## src/rtl/pcds_pkg.sv

```systemverilog
// Package: shared constants and types for the PWM clock divider search.
`timescale 1ns / 1ps
package pcds_pkg;

    localparam int FREQ_W           = 32;
    localparam int MCK_W            = 32;
    localparam int PRESC_W          = 8;
    localparam int IDX_FIELD_W      = 4;
    localparam int SETTING_W        = PRESC_W + IDX_FIELD_W;
    localparam int HALF_SHIFT       = 16;
    localparam int MODE_W           = HALF_SHIFT + SETTING_W;
    localparam int NUM_DIVISORS_DEF = 11;
    localparam logic [MCK_W-1:0] MCK_RESET = MCK_W'(48000000);

    typedef enum logic [2:0] {
        ST_IDLE,
        ST_LOAD,
        ST_SEARCH,
        ST_DIVIDE,
        ST_WRITE,
        ST_NEXT,
        ST_OUT
    } t_state;

    typedef enum logic [1:0] {
        WR_ZERO,
        WR_FAIL,
        WR_SET
    } t_wr_sel;

    typedef struct packed {
        logic    capture;
        logic    load;
        logic    shift;
        logic    div_init;
        logic    div_step;
        logic    wr_en;
        t_wr_sel wr_sel;
        logic    chan;
        logic    out_load;
    } t_dp_cmd;

    typedef struct packed {
        logic freq_zero;
        logic fits;
        logic idx_last;
        logic bit_last;
    } t_dp_stat;

endpackage

```

## src/rtl/pcds_in_if.sv

```systemverilog
// Interface: input transaction channel carrying the two wanted frequencies.
`timescale 1ns / 1ps
interface pcds_in_if;
    import pcds_pkg::*;

    logic              valid;
    logic              ready;
    logic [FREQ_W-1:0] clock_a_freq;
    logic [FREQ_W-1:0] clock_b_freq;

    modport source (output valid, output clock_a_freq, output clock_b_freq, input ready);
    modport sink   (input valid, input clock_a_freq, input clock_b_freq, output ready);
endinterface

```

## src/rtl/pcds_out_if.sv

```systemverilog
// Interface: result transaction channel carrying the settings and mode word.
`timescale 1ns / 1ps
interface pcds_out_if;
    import pcds_pkg::*;

    logic                 valid;
    logic                 ready;
    logic [SETTING_W-1:0] setting_a;
    logic [SETTING_W-1:0] setting_b;
    logic [MODE_W-1:0]    mode_word;
    logic                 a_unreachable;
    logic                 b_unreachable;

    modport source (output valid, output setting_a, output setting_b, output mode_word,
                    output a_unreachable, output b_unreachable, input ready);
    modport sink   (input valid, input setting_a, input setting_b, input mode_word,
                    input a_unreachable, input b_unreachable, output ready);
endinterface

```

## src/rtl/pcds_ctrl.sv

```systemverilog
// Controller: sequences the divisor search and prescaler division per channel.
`timescale 1ns / 1ps
module pcds_ctrl (
    input  logic               i_clk,
    input  logic               i_rst_n,
    input  logic               i_in_valid,
    output logic               o_in_ready,
    output logic               o_out_valid,
    input  logic               i_out_ready,
    input  pcds_pkg::t_dp_stat i_stat,
    output pcds_pkg::t_dp_cmd  o_cmd
);
    import pcds_pkg::*;

    t_state r_state, n_state;
    logic   r_chan, n_chan;
    logic   r_out_valid, n_out_valid;

    always_ff @(posedge i_clk) begin
        if (!i_rst_n) begin
            r_state     <= ST_IDLE;
            r_chan      <= 1'b0;
            r_out_valid <= 1'b0;
        end else begin
            r_state     <= n_state;
            r_chan      <= n_chan;
            r_out_valid <= n_out_valid;
        end
    end

    always_comb begin
        n_state      = r_state;
        n_chan       = r_chan;
        n_out_valid  = r_out_valid;
        o_cmd        = '0;
        o_cmd.wr_sel = WR_ZERO;
        o_cmd.chan   = r_chan;
        o_in_ready   = 1'b0;

        if (r_out_valid && i_out_ready) begin
            n_out_valid = 1'b0;
        end

        unique case (r_state)
            ST_IDLE: begin
                o_in_ready = 1'b1;
                if (i_in_valid) begin
                    o_cmd.capture = 1'b1;
                    n_chan        = 1'b0;
                    n_state       = ST_LOAD;
                end
            end
            ST_LOAD: begin
                if (i_stat.freq_zero) begin
                    o_cmd.wr_en  = 1'b1;
                    o_cmd.wr_sel = WR_ZERO;
                    n_state      = ST_NEXT;
                end else begin
                    o_cmd.load = 1'b1;
                    n_state    = ST_SEARCH;
                end
            end
            ST_SEARCH: begin
                if (i_stat.fits) begin
                    o_cmd.div_init = 1'b1;
                    n_state        = ST_DIVIDE;
                end else if (i_stat.idx_last) begin
                    o_cmd.wr_en  = 1'b1;
                    o_cmd.wr_sel = WR_FAIL;
                    n_state      = ST_NEXT;
                end else begin
                    o_cmd.shift = 1'b1;
                end
            end
            ST_DIVIDE: begin
                o_cmd.div_step = 1'b1;
                if (i_stat.bit_last) begin
                    n_state = ST_WRITE;
                end
            end
            ST_WRITE: begin
                o_cmd.wr_en  = 1'b1;
                o_cmd.wr_sel = WR_SET;
                n_state      = ST_NEXT;
            end
            ST_NEXT: begin
                if (!r_chan) begin
                    n_chan  = 1'b1;
                    n_state = ST_LOAD;
                end else begin
                    n_state = ST_OUT;
                end
            end
            ST_OUT: begin
                // output register must be free or emptied this cycle
                if (!r_out_valid || i_out_ready) begin
                    o_cmd.out_load = 1'b1;
                    n_out_valid    = 1'b1;
                    n_state        = ST_IDLE;
                end
            end
            default: begin
                n_state = ST_IDLE;
            end
        endcase
    end

    assign o_out_valid = r_out_valid;

endmodule

```

## src/rtl/pcds_dp.sv

```systemverilog
// Datapath: master clock register, divisor search shifter and prescaler divider.
`timescale 1ns / 1ps
module pcds_dp #(
    parameter int NUM_DIVISORS = pcds_pkg::NUM_DIVISORS_DEF
) (
    input  logic                           i_clk,
    input  logic                           i_rst_n,
    input  logic                           i_cfg_wr_en,
    input  logic [pcds_pkg::MCK_W-1:0]     i_cfg_wr_data,
    input  logic [pcds_pkg::FREQ_W-1:0]    i_clock_a_freq,
    input  logic [pcds_pkg::FREQ_W-1:0]    i_clock_b_freq,
    input  pcds_pkg::t_dp_cmd              i_cmd,
    output pcds_pkg::t_dp_stat             o_stat,
    output logic [pcds_pkg::SETTING_W-1:0] o_setting_a,
    output logic [pcds_pkg::SETTING_W-1:0] o_setting_b,
    output logic [pcds_pkg::MODE_W-1:0]    o_mode_word,
    output logic                           o_a_unreachable,
    output logic                           o_b_unreachable
);
    import pcds_pkg::*;

    localparam int IDX_W = (NUM_DIVISORS > 1) ? $clog2(NUM_DIVISORS) : 1;
    localparam int BIT_W = $clog2(PRESC_W);
    localparam int DSR_W = FREQ_W + PRESC_W - 1;
    localparam int CMP_W = FREQ_W + PRESC_W;

    logic [MCK_W-1:0]     r_mck;
    logic [FREQ_W-1:0]    r_freq_a, r_freq_b;
    logic [MCK_W-1:0]     r_dvd;       // master clock shifted by the divisor index
    logic [IDX_W-1:0]     r_idx;
    logic [DSR_W-1:0]     r_dsr;       // divisor aligned to the current quotient bit
    logic [BIT_W-1:0]     r_bit;
    logic [PRESC_W-1:0]   r_quot;
    logic [SETTING_W-1:0] r_set_a, r_set_b;
    logic                 r_fail_a, r_fail_b;
    logic [SETTING_W-1:0] r_o_set_a, r_o_set_b;
    logic                 r_o_fail_a, r_o_fail_b;

    logic [FREQ_W-1:0]    cur_f;
    logic                 ge;
    logic [SETTING_W-1:0] wr_set;
    logic                 wr_fail;

    assign cur_f = i_cmd.chan ? r_freq_b : r_freq_a;
    assign ge    = {{(CMP_W-MCK_W){1'b0}}, r_dvd} >= {1'b0, r_dsr};

    assign o_stat.freq_zero = (cur_f == '0);
    assign o_stat.fits      = {{(CMP_W-MCK_W){1'b0}}, r_dvd} < {cur_f, {PRESC_W{1'b0}}};
    assign o_stat.idx_last  = (r_idx == IDX_W'(NUM_DIVISORS - 1));
    assign o_stat.bit_last  = (r_bit == '0);

    always_comb begin
        wr_set  = '0;
        wr_fail = 1'b0;
        case (i_cmd.wr_sel)
            WR_FAIL: wr_fail = 1'b1;
            WR_SET:  wr_set  = {IDX_FIELD_W'(r_idx), r_quot};
            default: ;
        endcase
    end

    always_ff @(posedge i_clk) begin
        if (!i_rst_n) begin
            r_mck <= MCK_RESET;
        end else if (i_cfg_wr_en) begin
            r_mck <= i_cfg_wr_data;
        end
    end

    always_ff @(posedge i_clk) begin
        if (i_cmd.capture) begin
            r_freq_a <= i_clock_a_freq;
            r_freq_b <= i_clock_b_freq;
        end
        if (i_cmd.load) begin
            r_dvd <= r_mck;
            r_idx <= '0;
        end else if (i_cmd.shift) begin
            r_dvd <= r_dvd >> 1;
            r_idx <= r_idx + 1'b1;
        end else if (i_cmd.div_step && ge) begin
            r_dvd <= r_dvd - r_dsr[MCK_W-1:0];
        end
        if (i_cmd.div_init) begin
            r_dsr  <= {cur_f, {(PRESC_W-1){1'b0}}};
            r_bit  <= BIT_W'(PRESC_W - 1);
            r_quot <= '0;
        end else if (i_cmd.div_step) begin
            r_dsr  <= r_dsr >> 1;
            r_bit  <= r_bit - 1'b1;
            r_quot <= {r_quot[PRESC_W-2:0], ge};
        end
        if (i_cmd.wr_en) begin
            if (i_cmd.chan) begin
                r_set_b  <= wr_set;
                r_fail_b <= wr_fail;
            end else begin
                r_set_a  <= wr_set;
                r_fail_a <= wr_fail;
            end
        end
        if (i_cmd.out_load) begin
            r_o_set_a  <= r_set_a;
            r_o_set_b  <= r_set_b;
            r_o_fail_a <= r_fail_a;
            r_o_fail_b <= r_fail_b;
        end
    end

    assign o_setting_a     = r_o_set_a;
    assign o_setting_b     = r_o_set_b;
    assign o_mode_word     = {r_o_set_b, {(HALF_SHIFT-SETTING_W){1'b0}}, r_o_set_a};
    assign o_a_unreachable = r_o_fail_a;
    assign o_b_unreachable = r_o_fail_b;

endmodule

```

## src/rtl/pwm_clock_divider_search.sv

```systemverilog
// Computation: the one-step-per-cycle divisor search and the restoring prescaler divider,
// run for clock A and then clock B.
// Throughput: one transaction at a time; the next is taken once the result is registered,
// which waits while the previous result still sits unaccepted in the output register.
// Reset: synchronous, active low; master clock register returns to 48000000.
`timescale 1ns / 1ps
module pwm_clock_divider_search #(
    parameter int NUM_DIVISORS = pcds_pkg::NUM_DIVISORS_DEF
) (
    input  logic                       i_clk,
    input  logic                       i_rst_n,
    input  logic                       i_cfg_wr_en,
    input  logic [pcds_pkg::MCK_W-1:0] i_cfg_wr_data,
    pcds_in_if.sink                    i_item,
    pcds_out_if.source                 o_result
);
    import pcds_pkg::*;

    t_dp_cmd  cmd;
    t_dp_stat stat;

    pcds_ctrl u_ctrl (
        .i_clk       (i_clk),
        .i_rst_n     (i_rst_n),
        .i_in_valid  (i_item.valid),
        .o_in_ready  (i_item.ready),
        .o_out_valid (o_result.valid),
        .i_out_ready (o_result.ready),
        .i_stat      (stat),
        .o_cmd       (cmd)
    );

    pcds_dp #(
        .NUM_DIVISORS (NUM_DIVISORS)
    ) u_dp (
        .i_clk           (i_clk),
        .i_rst_n         (i_rst_n),
        .i_cfg_wr_en     (i_cfg_wr_en),
        .i_cfg_wr_data   (i_cfg_wr_data),
        .i_clock_a_freq  (i_item.clock_a_freq),
        .i_clock_b_freq  (i_item.clock_b_freq),
        .i_cmd           (cmd),
        .o_stat          (stat),
        .o_setting_a     (o_result.setting_a),
        .o_setting_b     (o_result.setting_b),
        .o_mode_word     (o_result.mode_word),
        .o_a_unreachable (o_result.a_unreachable),
        .o_b_unreachable (o_result.b_unreachable)
    );

    a_busy_after_accept: assert property (@(posedge i_clk) disable iff (!i_rst_n)
        (i_item.valid && i_item.ready) |=> !i_item.ready)
        else $error("input accepted a second transaction while busy");

    a_fail_zero_a: assert property (@(posedge i_clk) disable iff (!i_rst_n)
        (o_result.valid && o_result.a_unreachable) |-> (o_result.setting_a == '0))
        else $error("clock A unreachable but setting non-zero");

    a_fail_zero_b: assert property (@(posedge i_clk) disable iff (!i_rst_n)
        (o_result.valid && o_result.b_unreachable) |-> (o_result.setting_b == '0))
        else $error("clock B unreachable but setting non-zero");

    a_idx_range: assert property (@(posedge i_clk) disable iff (!i_rst_n)
        o_result.valid |->
            ((int'(o_result.setting_a[SETTING_W-1:PRESC_W]) < NUM_DIVISORS) &&
             (int'(o_result.setting_b[SETTING_W-1:PRESC_W]) < NUM_DIVISORS)))
        else $error("divisor index beyond divisor count");

endmodule

```

## src/flat_wrapper.sv

```systemverilog
// flat-port wrapper written by rule: the top's interface ports become plain ports
module pwm_clock_divider_search_flat import pcds_pkg::*;
#(
    parameter int NUM_DIVISORS = pcds_pkg::NUM_DIVISORS_DEF
)
  (i_clk, i_rst_n, i_cfg_wr_en, i_cfg_wr_data, i_item_valid, i_item_clock_a_freq, i_item_clock_b_freq, i_item_ready, o_result_valid, o_result_setting_a, o_result_setting_b, o_result_mode_word, o_result_a_unreachable, o_result_b_unreachable, o_result_ready);
  pcds_in_if i_item_i ();
  pcds_out_if o_result_i ();
  input  logic i_clk;
  input  logic i_rst_n;
  input  logic i_cfg_wr_en;
  input  logic [pcds_pkg::MCK_W-1:0] i_cfg_wr_data;
  input wire logic [$bits(i_item_i.valid)-1:0] i_item_valid;
  input wire logic [$bits(i_item_i.clock_a_freq)-1:0] i_item_clock_a_freq;
  input wire logic [$bits(i_item_i.clock_b_freq)-1:0] i_item_clock_b_freq;
  output wire logic [$bits(i_item_i.ready)-1:0] i_item_ready;
  output wire logic [$bits(o_result_i.valid)-1:0] o_result_valid;
  output wire logic [$bits(o_result_i.setting_a)-1:0] o_result_setting_a;
  output wire logic [$bits(o_result_i.setting_b)-1:0] o_result_setting_b;
  output wire logic [$bits(o_result_i.mode_word)-1:0] o_result_mode_word;
  output wire logic [$bits(o_result_i.a_unreachable)-1:0] o_result_a_unreachable;
  output wire logic [$bits(o_result_i.b_unreachable)-1:0] o_result_b_unreachable;
  input wire logic [$bits(o_result_i.ready)-1:0] o_result_ready;
  assign i_item_i.valid = i_item_valid;
  assign i_item_i.clock_a_freq = i_item_clock_a_freq;
  assign i_item_i.clock_b_freq = i_item_clock_b_freq;
  assign i_item_ready = i_item_i.ready;
  assign o_result_valid = o_result_i.valid;
  assign o_result_setting_a = o_result_i.setting_a;
  assign o_result_setting_b = o_result_i.setting_b;
  assign o_result_mode_word = o_result_i.mode_word;
  assign o_result_a_unreachable = o_result_i.a_unreachable;
  assign o_result_b_unreachable = o_result_i.b_unreachable;
  assign o_result_i.ready = o_result_ready;
  pwm_clock_divider_search #(.NUM_DIVISORS(NUM_DIVISORS)) u_core (.i_clk(i_clk), .i_rst_n(i_rst_n), .i_cfg_wr_en(i_cfg_wr_en), .i_cfg_wr_data(i_cfg_wr_data), .i_item(i_item_i), .o_result(o_result_i));
endmodule
```

## config.mk

```make
export PLATFORM = sky130hd
export DESIGN_NAME = pwm_clock_divider_search_flat
export DESIGN_NICKNAME = d
export VERILOG_FILES = /design/src/rtl/pcds_pkg.sv /design/src/rtl/pcds_in_if.sv /design/src/rtl/pcds_out_if.sv /design/src/rtl/pcds_ctrl.sv /design/src/rtl/pcds_dp.sv /design/src/rtl/pwm_clock_divider_search.sv /design/src/flat_wrapper.sv
export SDC_FILE = /design/constraint.sdc
export NUM_CORES = 1
export LEC_CHECK = 0
export BUFFER_PORTS_ARGS = -buffer_cell sky130_fd_sc_hd__buf_2
export CAP_MARGIN = 10
export CORE_ASPECT_RATIO = 0.9
export CORE_UTILIZATION = 40
export DETAILED_ROUTE_END_ITERATION = 10
export GPL_ROUTABILITY_DRIVEN = 1
export PLACE_DENSITY = 0.58
export SLEW_MARGIN = 20
export SYNTH_ARGS = -nofsm -noshare
export SYNTH_HDL_FRONTEND = slang
export SYNTH_SLANG_ARGS = --single-unit
```

## constraint.sdc

```tcl
create_clock -name i_clk -period 5.7 [get_ports i_clk]
set_input_delay 0.57 -clock i_clk [delete_from_list [all_inputs] [get_ports i_clk]]
set_output_delay 0.57 -clock i_clk [all_outputs]
set_load 0.02 [all_outputs]
```

Word-level counts from Yosys, hierarchy flattened
Index checks and enable logic that the tools add are counted.
- register bits after elaboration: 239
- latch bits: 0
- memory bits (writable): 0
- memory bits (read-only): 0
- input port bits: 101
- output and inout bits: 56
- word-level logic and storage cells: 90
- memories kept: 0
- add/sub/neg operators: 3
- $mul: 0
- div/mod/pow operators: 0
- order comparisons: 2
- equality and inequality tests: 13
- shift operators: 0
- mux-type cells: 37
- bitwise logic cells: 1
- reductions and logical operators: 14
- operators by type and width (operator ; count):
    $mux 32 ; 4
    $mux 39 ; 2
    $lt 32x40->1 ; 1
    $ge 32x39->1 ; 1
    $logic_not 32->1 ; 1
    $sub 32x32->32 ; 1
    $mux 3 ; 10
    $pmux 3 s7 ; 1
    $mux 1 ; 16
    $mux 12 ; 1
    $eq 3x3->1 const B ; 3
    $pmux 3 s3 ; 1
    $eq 3x2->1 const B ; 2
    $logic_not 3->1 ; 2
    $reduce_and 2->1 ; 3
    $add 4x1->4 const B ; 1
    $eq 4x4->1 const B ; 1
    $ne 2x2->1 const B ; 2
    $reduce_and 4->1 ; 1
    $reduce_bool 2->1 ; 2
    $eq 3x1->1 const B ; 1
    $ne 3x1->1 const B ; 1
    $reduce_bool 3->1 ; 1
    $sub 3x1->3 const B ; 1
    other kinds (9) ; 10

Longest topological paths before layout
Gate-level depths: netlist of run 1.
- depth in word-level cells: 6
- mapped depth: 15
- mapped depth without buffers: 11

Cells and area by module
Synthesis of run 1 repeated with hierarchy kept, for this count alone.
- cell total of the unflattened synthesis: 1036
- area, all modules: 11857.6 µm²
- modules (own cells, without submodules) (module ; times used ; cells each ; area an instance (µm²) ; seq. area each (µm²)):
    pcds_dp ; 1 ; 979 ; 11441.0 ; 6486.2
    pcds_ctrl ; 1 ; 57 ; 416.6 ; 100.1

Least setup slack after synthesis of run 1
OpenSTA, ideal clock, no wires.
- path type: reg-to-reg
- from: reg u_core.u_ctrl.r_chan
- to: reg u_core.u_dp.r_dsr[10] (enable)
- library setup time: 389 ps
- arrival: 3617 ps
- data required time: 5311 ps
- setup slack: 1693 ps
- cell stages (with the launch flop): 15
- path buffers: 5
- period minus slack after synthesis: 4007 ps
- path through: dfxtp_1 -> buf_6 -> buf_6 -> clkbuf_1 -> mux2i_1 -> ha_1 -> a211oi_1 -> nor2_1 -> and4bb_1 -> o211ai_2 -> a31oi_4 -> buf_4 -> nand2_2 -> buf_2 -> nand2_1
- longest elaborated chain between the ends: 5
- RTL lines (item ; RTL line ; RTL):
    from (decl) ; pcds_ctrl.sv:16 ; logic r_chan, n_chan;
    from (signal assigned) ; pcds_ctrl.sv:26 ; r_chan <= n_chan;
    $mux 32 ; pcds_dp.sv:44 ; assign cur_f = i_cmd.chan ? r_freq_b : r_freq_a;
    $lt 32x40->1 ; pcds_dp.sv:48 ; assign o_stat.fits = {{(CMP_W-MCK_W){1'b0}}, r_dvd} < {cur_f, {PRESC_W{1'b0}}};
    $mux 1 ; pcds_ctrl.sv:64 ; if (i_stat.fits) begin
    $mux 2 ; pcds_ctrl.sv:44 ; unique case (r_state)
    $reduce_bool 2->1 (no source line) ; - ;
    to (signal assigned) ; pcds_dp.sv:85 ; r_dsr <= {cur_f, {(PRESC_W-1){1'b0}}};
    to (signal assigned) ; pcds_dp.sv:89 ; r_dsr <= r_dsr >> 1;
    to (decl) ; pcds_dp.sv:31 ; logic [DSR_W-1:0] r_dsr;
Every way passes these cells.
A chain may end at the register's enable or synchronous reset.

Worst setup path after layout of run 1
- from: reg u_core.u_ctrl.r_chan
- to: reg u_core.u_dp.r_dsr[12] (enable)
The elaborated chain is that of the path after synthesis.

==> results of run 1 <==
[routing by layer]
metal / share of wire [%] / wire length, microns
met4: 2.4 / 686
met2: 41 / 11900
met1: 50 / 14400
met5: 0 / 0
met3: 6.6 / 1890
[final cells by class]
| cell class | instances | area, sq um |
|---|---|---|
| Sequential cell | 239 | 6590 |
| Fill cell | 2842 | 15900 |
| Multi-Input combinational cell | 725 | 4870 |
| Tap cell | 403 | 504 |
| Timing Repair Buffer | 164 | 851 |
| Inverter | 52 | 195 |
| Clock inverter | 19 | 284 |
| Clock buffer | 25 | 626 |
[worst max-delay path, stage by stage, from the launching register on]
cell,delay (ps)
dfxtp_2,940
buf_4,340
mux2i_1,310
ha_1,300
a21o_1,180
nand3_1,70
a21oi_1,70
o31a_1,270
a31oi_4,480
nand2_2,560
nand2_1,520
buf_4,380
[how the worst min path moves through the flow]
stage,end,slack (ps),cells past startpoint
after floorplan,u_core.u_dp.o_a_unreachable$_DFFE_PP_,400,0
after global placement,u_core.u_dp.o_setting_b[9]$_DFFE_PP_,400,0
after detailed placement,u_core.u_dp.o_setting_a[5]$_DFFE_PP_,400,0
after CTS,u_core.u_dp.r_freq_a[31]$_DFFE_PP_,190,1
after global routing,u_core.u_dp.r_freq_a[31]$_DFFE_PP_,200,1
final,u_core.u_dp.r_freq_a[19]$_DFFE_PP_,220,1
[registers in the layout, summed over array words and instances (netlist names)]
name	flops
u_core.u_dp.o_setting_a	12
u_core.u_dp.r_dsr	39
u_core.u_dp.r_dvd	32
u_core.u_ctrl.r_chan	1
u_core.u_dp.r_fail_a	1
u_core.u_dp.r_freq_b	32
u_core.u_dp.r_set_a	12
u_core.u_dp.r_set_b	12
u_core.u_ctrl.r_state	3
u_core.u_dp.r_fail_b	1
u_core.u_dp.o_b_unreachable	1
u_core.u_dp.r_freq_a	32
u_core.u_dp.r_bit	3
u_core.u_dp.o_a_unreachable	1
u_core.u_dp.o_setting_b	12
u_core.u_dp.r_quot	8
u_core.u_dp.r_idx	4
u_core.u_dp.r_mck	32
u_core.u_ctrl.o_out_valid	1
[cell usage after synthesis, drive strengths merged, types with 3 or more instances]
master / instances
nand3: 21
xnor2: 18
mux2i: 65
a22oi: 6
nor2b: 30
dfxtp: 59
clkbuf: 26
ha: 59
or2: 5
a221o: 9
o31a: 4
nand4: 11
o211ai: 6
inv: 51
nand2: 118
nand2b: 7
a21oi: 66
o31ai: 6
edfxtp: 180
and3: 12
o21ai: 35
a41oi: 3
nor2: 67
nor3: 23
nor4: 16
o21a: 4
a211oi: 4
a31oi: 27
and2: 17
buf: 54
xor2: 12
o21bai: 3
a21o: 12
o22ai: 24
[through the flow]
stage	power [mW]	std cells	utilization [%]	cell area [sq um]	worst slack, ps
after floorplan	4.25	1096	-	12100	1690
after global placement	4.88	1583	43.6	13000	1090
after detailed placement	4.89	1583	43.6	13000	900
after CTS	6.70	1627	46.7	13900	886
after global routing	7.09	1627	46.7	13900	613
final	6.68	1627	46.7	13900	895
[where the power goes]
| group | internal [mW] | total [mW] | switching [mW] | leakage (nW) |
|---|---|---|---|---|
| sequential | 2.29 | 2.54 | 0.250 | 2.18 |
| clock | 1.12 | 1.80 | 0.681 | 0.435 |
| combinational | 0.934 | 2.35 | 1.41 | 2.75 |
| total | 4.34 | 6.68 | 2.35 | 5.36 |
[kinds of logic (layout without fill, tap and decap cells)]
kind of cell             Yosys count  in the layout
buffers and inverters            132            260
XOR/XNOR                          30             30
adder cells (fa/ha/maj)           60             60
AO/OA/AOI/OAI                    230            230
multiplexers                      65             65
flip-flops                       239            239
other                              1              4
AND/OR/NAND/NOR                  336            336
==> flow_summary.yaml, run 1 <==
finish:
  insertedDiodeCount: 0
  layout.nets: 1368
  layout_commonest_cell: "edfxtp_1"
  final_cell_mix: "180 x edfxtp_1, 152 x buf_2, 116 x nand2_1"
  area_growth_pct: 14.9
  drive_gt1_share_pct: 18.6
global_routing:
  grt_overflow: 0
  grt_first_pass_wirelength_microns: 45400
  grt_use_met1_pct: 28.8
  gr-usage-met2_pct: 27.2
  groute.layer.met3.usage_pct: 3.04
  grt_pass1_vias: 8114
  antenna_found_initial: 0
  grt_max_degree: 65
  track_usage_pct: 18.8
  grt.busiest_layer: "met1"
sta:
  drv_slew: 0
  slew_headroom_pct: 30.9
  hold_slack_ps: 223
  period_share_pct: 84.3
  worst_clock_skew_ps: 16.1
  rsz0062_at_grt: "no"
  worst_slew_pin_slew_ps: 1040
  setup_viol: 0
  max_freq_mhz: 208
  hold_viol: 0
  setup-tns-final_ps: 0
  period_needed_ps: 4800
worst_setup_path:
  r2r-start: "u_core.u_ctrl.r_chan$_SDFFE_PN0P_"
  worstSetupStartpointType: "flop"
  crit_arrival_ps: 5000
  r2r-end: "u_core.u_dp.r_dsr[12]$_DFFE_PP_"
  crit_end: "u_core.u_dp.r_dsr[12]$_DFFE_PP_"
  crit_path_end_kind: "flop"
  worst-r2r-cell-count: 11
  reg2reg_slack_ps: 900
  crit_start: "u_core.u_ctrl.r_chan$_SDFFE_PN0P_"
  worstPathMaxFanout: 35
  cp_data_required_time_ps: 5890
  crit_type: "reg2reg"
synthesis:
  yosysUniqueCellTypes: 78
  avgSynthCellArea_sq_um: 11.1
  synth_top_cell_area_share_pct: 44.6
  synth_top_family_by_area: "simple AND/OR/NAND/NOR gates"
  synth_top_cell_by_area: "edfxtp_1"
  async_flop_share_pct: 0
  synth-simple-area-share_pct: 13.5
  synthMuxAreaShare_pct: 5.40
  synth_area_leaders: "edfxtp_1 45%, dfxtp_1 9.8%, ha_1 6.1%, mux2i_1 5.3%, nand2_1 3.6%"
  synth_edf_count: 180
  ys_seq_elements: 239
  synth_ff_type: "edfxtp_1"
  synth_fa_ha_area_share_pct: 6.26
  synth_xor_area_share_pct: 2.17
  synth_cells: 1093
  netlist_area_sq_um: 12100
  synth-compound-area-share_pct: 12.7
  yosysSeqAreaShare_pct: 54.4
  synth_warnings: 0
place:
  hpwlAfterDp_microns: 21400
  portBuffers: 152
  place_congestion: 0.912
routing:
  routed_wl_microns: 28800
  viasPerCell: 5.23
  drtIter0Drc: 611
  drcViolationCount: 0
  drt_first_pass_iters: 5
  vias: 8516
  drtAntennaViolNets: 0
  wl_per_cell_microns: 17.7
clocking:
  cts_made_buffers: 25
  cts_tree: "built"
  hold_buffers: 0
  clock_latency_ps: 530
  clkSlewWorstSetupHoldPaths_ps: 60
  cts-root-buf: "clkbuf_16"
  h-tree-depth: 1
  postCtsResizedCells: 0
  cts_buffer_depth: 3
  post_cts_buffers: 0
  cts_sinks: 239
job:
  drv_cap: 0
floorplan:
  die_w_microns: 185
  dieHeight_microns: 167
  num_rows: 60
  coreArea_sq_um: 29800
  start_util_pct: 40.6
  fp.dieArea_sq_um: 31000
  io_pins: 157
outcome:
  status: "complete, no violations"
power:
  p_per_area_nw_per_um2: 480
  leakagePower_nw: 5.36
  ir_worst_vdd_mv: 0.273
hold_path:
  hold_path.class: "in2reg"
  hold_path.startpoint: "i_item_clock_a_freq[19]"
Power figures use the tool's default switching activity.
==> run 2, diff against run 1 <==
- PLACE_DENSITY: 0.58 -> 0.6
- clock period: 5.7 -> 4 ns (I/O delays scaled with it)
==> run 2 against run 1 <==
Net effect:
- register-to-register slack got worse by 580 ps
- die area stayed put
- maximum frequency grew 31%
- non-clock buffer count up 19
- worst hold slack lost 180 ps
- worst setup slack worse by 580 ps
- combinational power rose by 49%
- clock skew hardly changed
- critical path depth rose by 1
- first-iteration DRC count grew 17%
- clock power rose by 33%
- utilization rose by 0.43 points
==> flow_summary.yaml, run 2 (synthesized netlist as in run 1, its figures left out) <==
finish:
  layout_commonest_cell: "edfxtp_1"
  instances_no_fill: 1650
  drive_gt1_share_pct: 19.7
  nFillCells: 2799
  multi_input_area_sq_um: 4870
  final-seq-area_sq_um: 6590
  largest-register: "u_core.u_dp.r_dsr"
  largest_reg_flops: 39
  fin_util_pct: 47.1
  area_growth_pct: 15.9
  final_cell_mix: "180 x edfxtp_1, 152 x buf_2, 115 x nand2_1"
  layout.nets: 1388
  insertedDiodeCount: 0
worst_setup_path:
  crit_type: "reg2reg"
  worstSetupStartpointType: "flop"
  worst-r2r-cell-count: 12
  r2r-start: "u_core.u_ctrl.r_chan$_SDFFE_PN0P_"
  worstPathMaxFanout: 14
  reg2reg_slack_ps: 320
  cp_data_required_time_ps: 4380
  crit_path_end_kind: "flop"
  crit_arrival_ps: 4060
  crit_start: "u_core.u_ctrl.r_chan$_SDFFE_PN0P_"
  r2r-end: "u_core.u_dp.r_dvd[8]$_DFFE_PP_"
sta:
  period_share_pct: 92.0
  rsz0062_at_grt: "no"
  period_needed_ps: 3680
  slew_headroom_pct: 32.4
  setup_viol: 0
  setup-tns-final_ps: 0
  worst_clock_skew_ps: 16.0
  max_freq_mhz: 272
  hold_viol: 0
  drv_slew: 0
  worst_slew_pin_slew_ps: 1010
clocking:
  cts_buffer_depth: 3
  h-tree-depth: 1
  post_cts_buffers: 0
  cts-root-buf: "clkbuf_16"
  clkSlewWorstSetupHoldPaths_ps: 60
  hold_buffers: 0
  clock_latency_ps: 540
  cts_sinks: 239
  cts_made_buffers: 26
  postCtsResizedCells: 0
  cts_tree: "built"
place:
  placed_cells: 1602
  place_congestion: 0.920
  hpwlAfterDp_microns: 22300
  portBuffers: 152
job:
  drv_cap: 0
global_routing:
  grt_pass1_vias: 8122
  grt_overflow: 0
  track_usage_pct: 19.2
  grt_first_pass_wirelength_microns: 45900
  antenna_found_initial: 0
  grt_max_degree: 65
power:
  p_per_area_nw_per_um2: 674
  leakagePower_nw: 5.43
  finalPower_mw: 9.47
  ir_worst_vdd_mv: 0.371
floorplan:
  die_w_microns: 185
  coreArea_sq_um: 29800
  io_pins: 157
  fp.dieArea_sq_um: 31000
  dieHeight_microns: 167
  start_util_pct: 40.6
  num_rows: 60
routing:
  viasPerCell: 5.24
  drtAntennaViolNets: 0
  drcViolationCount: 0
  vias: 8654
  drtIter0Drc: 717
  routed_wl_microns: 29400
  wl_per_cell_microns: 17.8
  drt_first_pass_iters: 5
hold_path:
  hold_depth: 1
  min_to: "u_core.u_dp.r_freq_a[1]$_DFFE_PP_"
  hold_path.startpoint: "i_item_clock_a_freq[1]"
  hold_path.class: "in2reg"
outcome:
  status: "complete, no violations"
run 2: cell types whose count changed in the layout (fill, tap and decap cells not counted), moves of 3 or more:
cell,change
clkinvlp_4,+3
buf_4,+16
bufinv_16,-4
buf_12,+3
clkbuf_1,+5
run 2: worst max-delay path by stage:
stage                                                  to  slack (ps)  cells past startpoint
final                      u_core.u_dp.r_dvd[8]$_DFFE_PP_         320                     12
after detailed placement   u_core.u_dp.r_dvd[8]$_DFFE_PP_         390                     12
after floorplan            u_core.u_dp.r_dvd[0]$_DFFE_PP_         100                     14
after global placement    u_core.u_dp.r_dvd[11]$_DFFE_PP_         580                     12
after global routing      u_core.u_dp.r_dvd[11]$_DFFE_PP_         140                     12
after CTS                  u_core.u_dp.r_dvd[8]$_DFFE_PP_         370                     12
run 2: layout make-up:
class / count / share of cell area [%]
tap: 403 / 3.59
clock buffer: 31 / 4.77
inverter: 52 / 1.39
clock inverter: 17 / 1.35
multi-input combinational: 725 / 34.7
timing repair buffer: 183 / 7.34
sequential: 239 / 46.9
run 2: critical path, cell delays in order, from the launching register on:
cell	delay [ps]
dfxtp_2	570
buf_4	250
mux2i_1	330
ha_1	210
a211oi_1	70
nor2_1	140
and4bb_1	240
o211ai_2	240
a31oi_4	260
nor4_4	660
buf_4	300
nand2_1	70
a31oi_1	190
run 2: where the power goes:
part | leakage, nW | internal [mW] | switching, mW
clock | 0.395 | 1.40 | 0.988
combinational | 2.86 | 1.40 | 2.10
sequential | 2.18 | 3.25 | 0.329
total | 5.43 | 6.05 | 3.42
run 2: per-stage QoR:
stage | cell area (sq um) | hold WS (ps) | worst slack [ps]
after global routing | 14000 | 21.3 | 143
after CTS | 14000 | 19.9 | 367
after global placement | 13200 | 403 | 576
after detailed placement | 13200 | 405 | 390
final | 14000 | 42.8 | 319
after floorplan | 12100 | 400 | 95.8
run 2: per-layer routing:
metal | global-route usage (%) | share of wire, % | vias up
met3 | 2.60 | 5.5 | 42
met4 | 5.46 | 2.5 | 0
li1 | - | - | 4264
met2 | 27.9 | 42 | 283
met5 | 0 | 0 | -
met1 | 29.5 | 50 | 4065
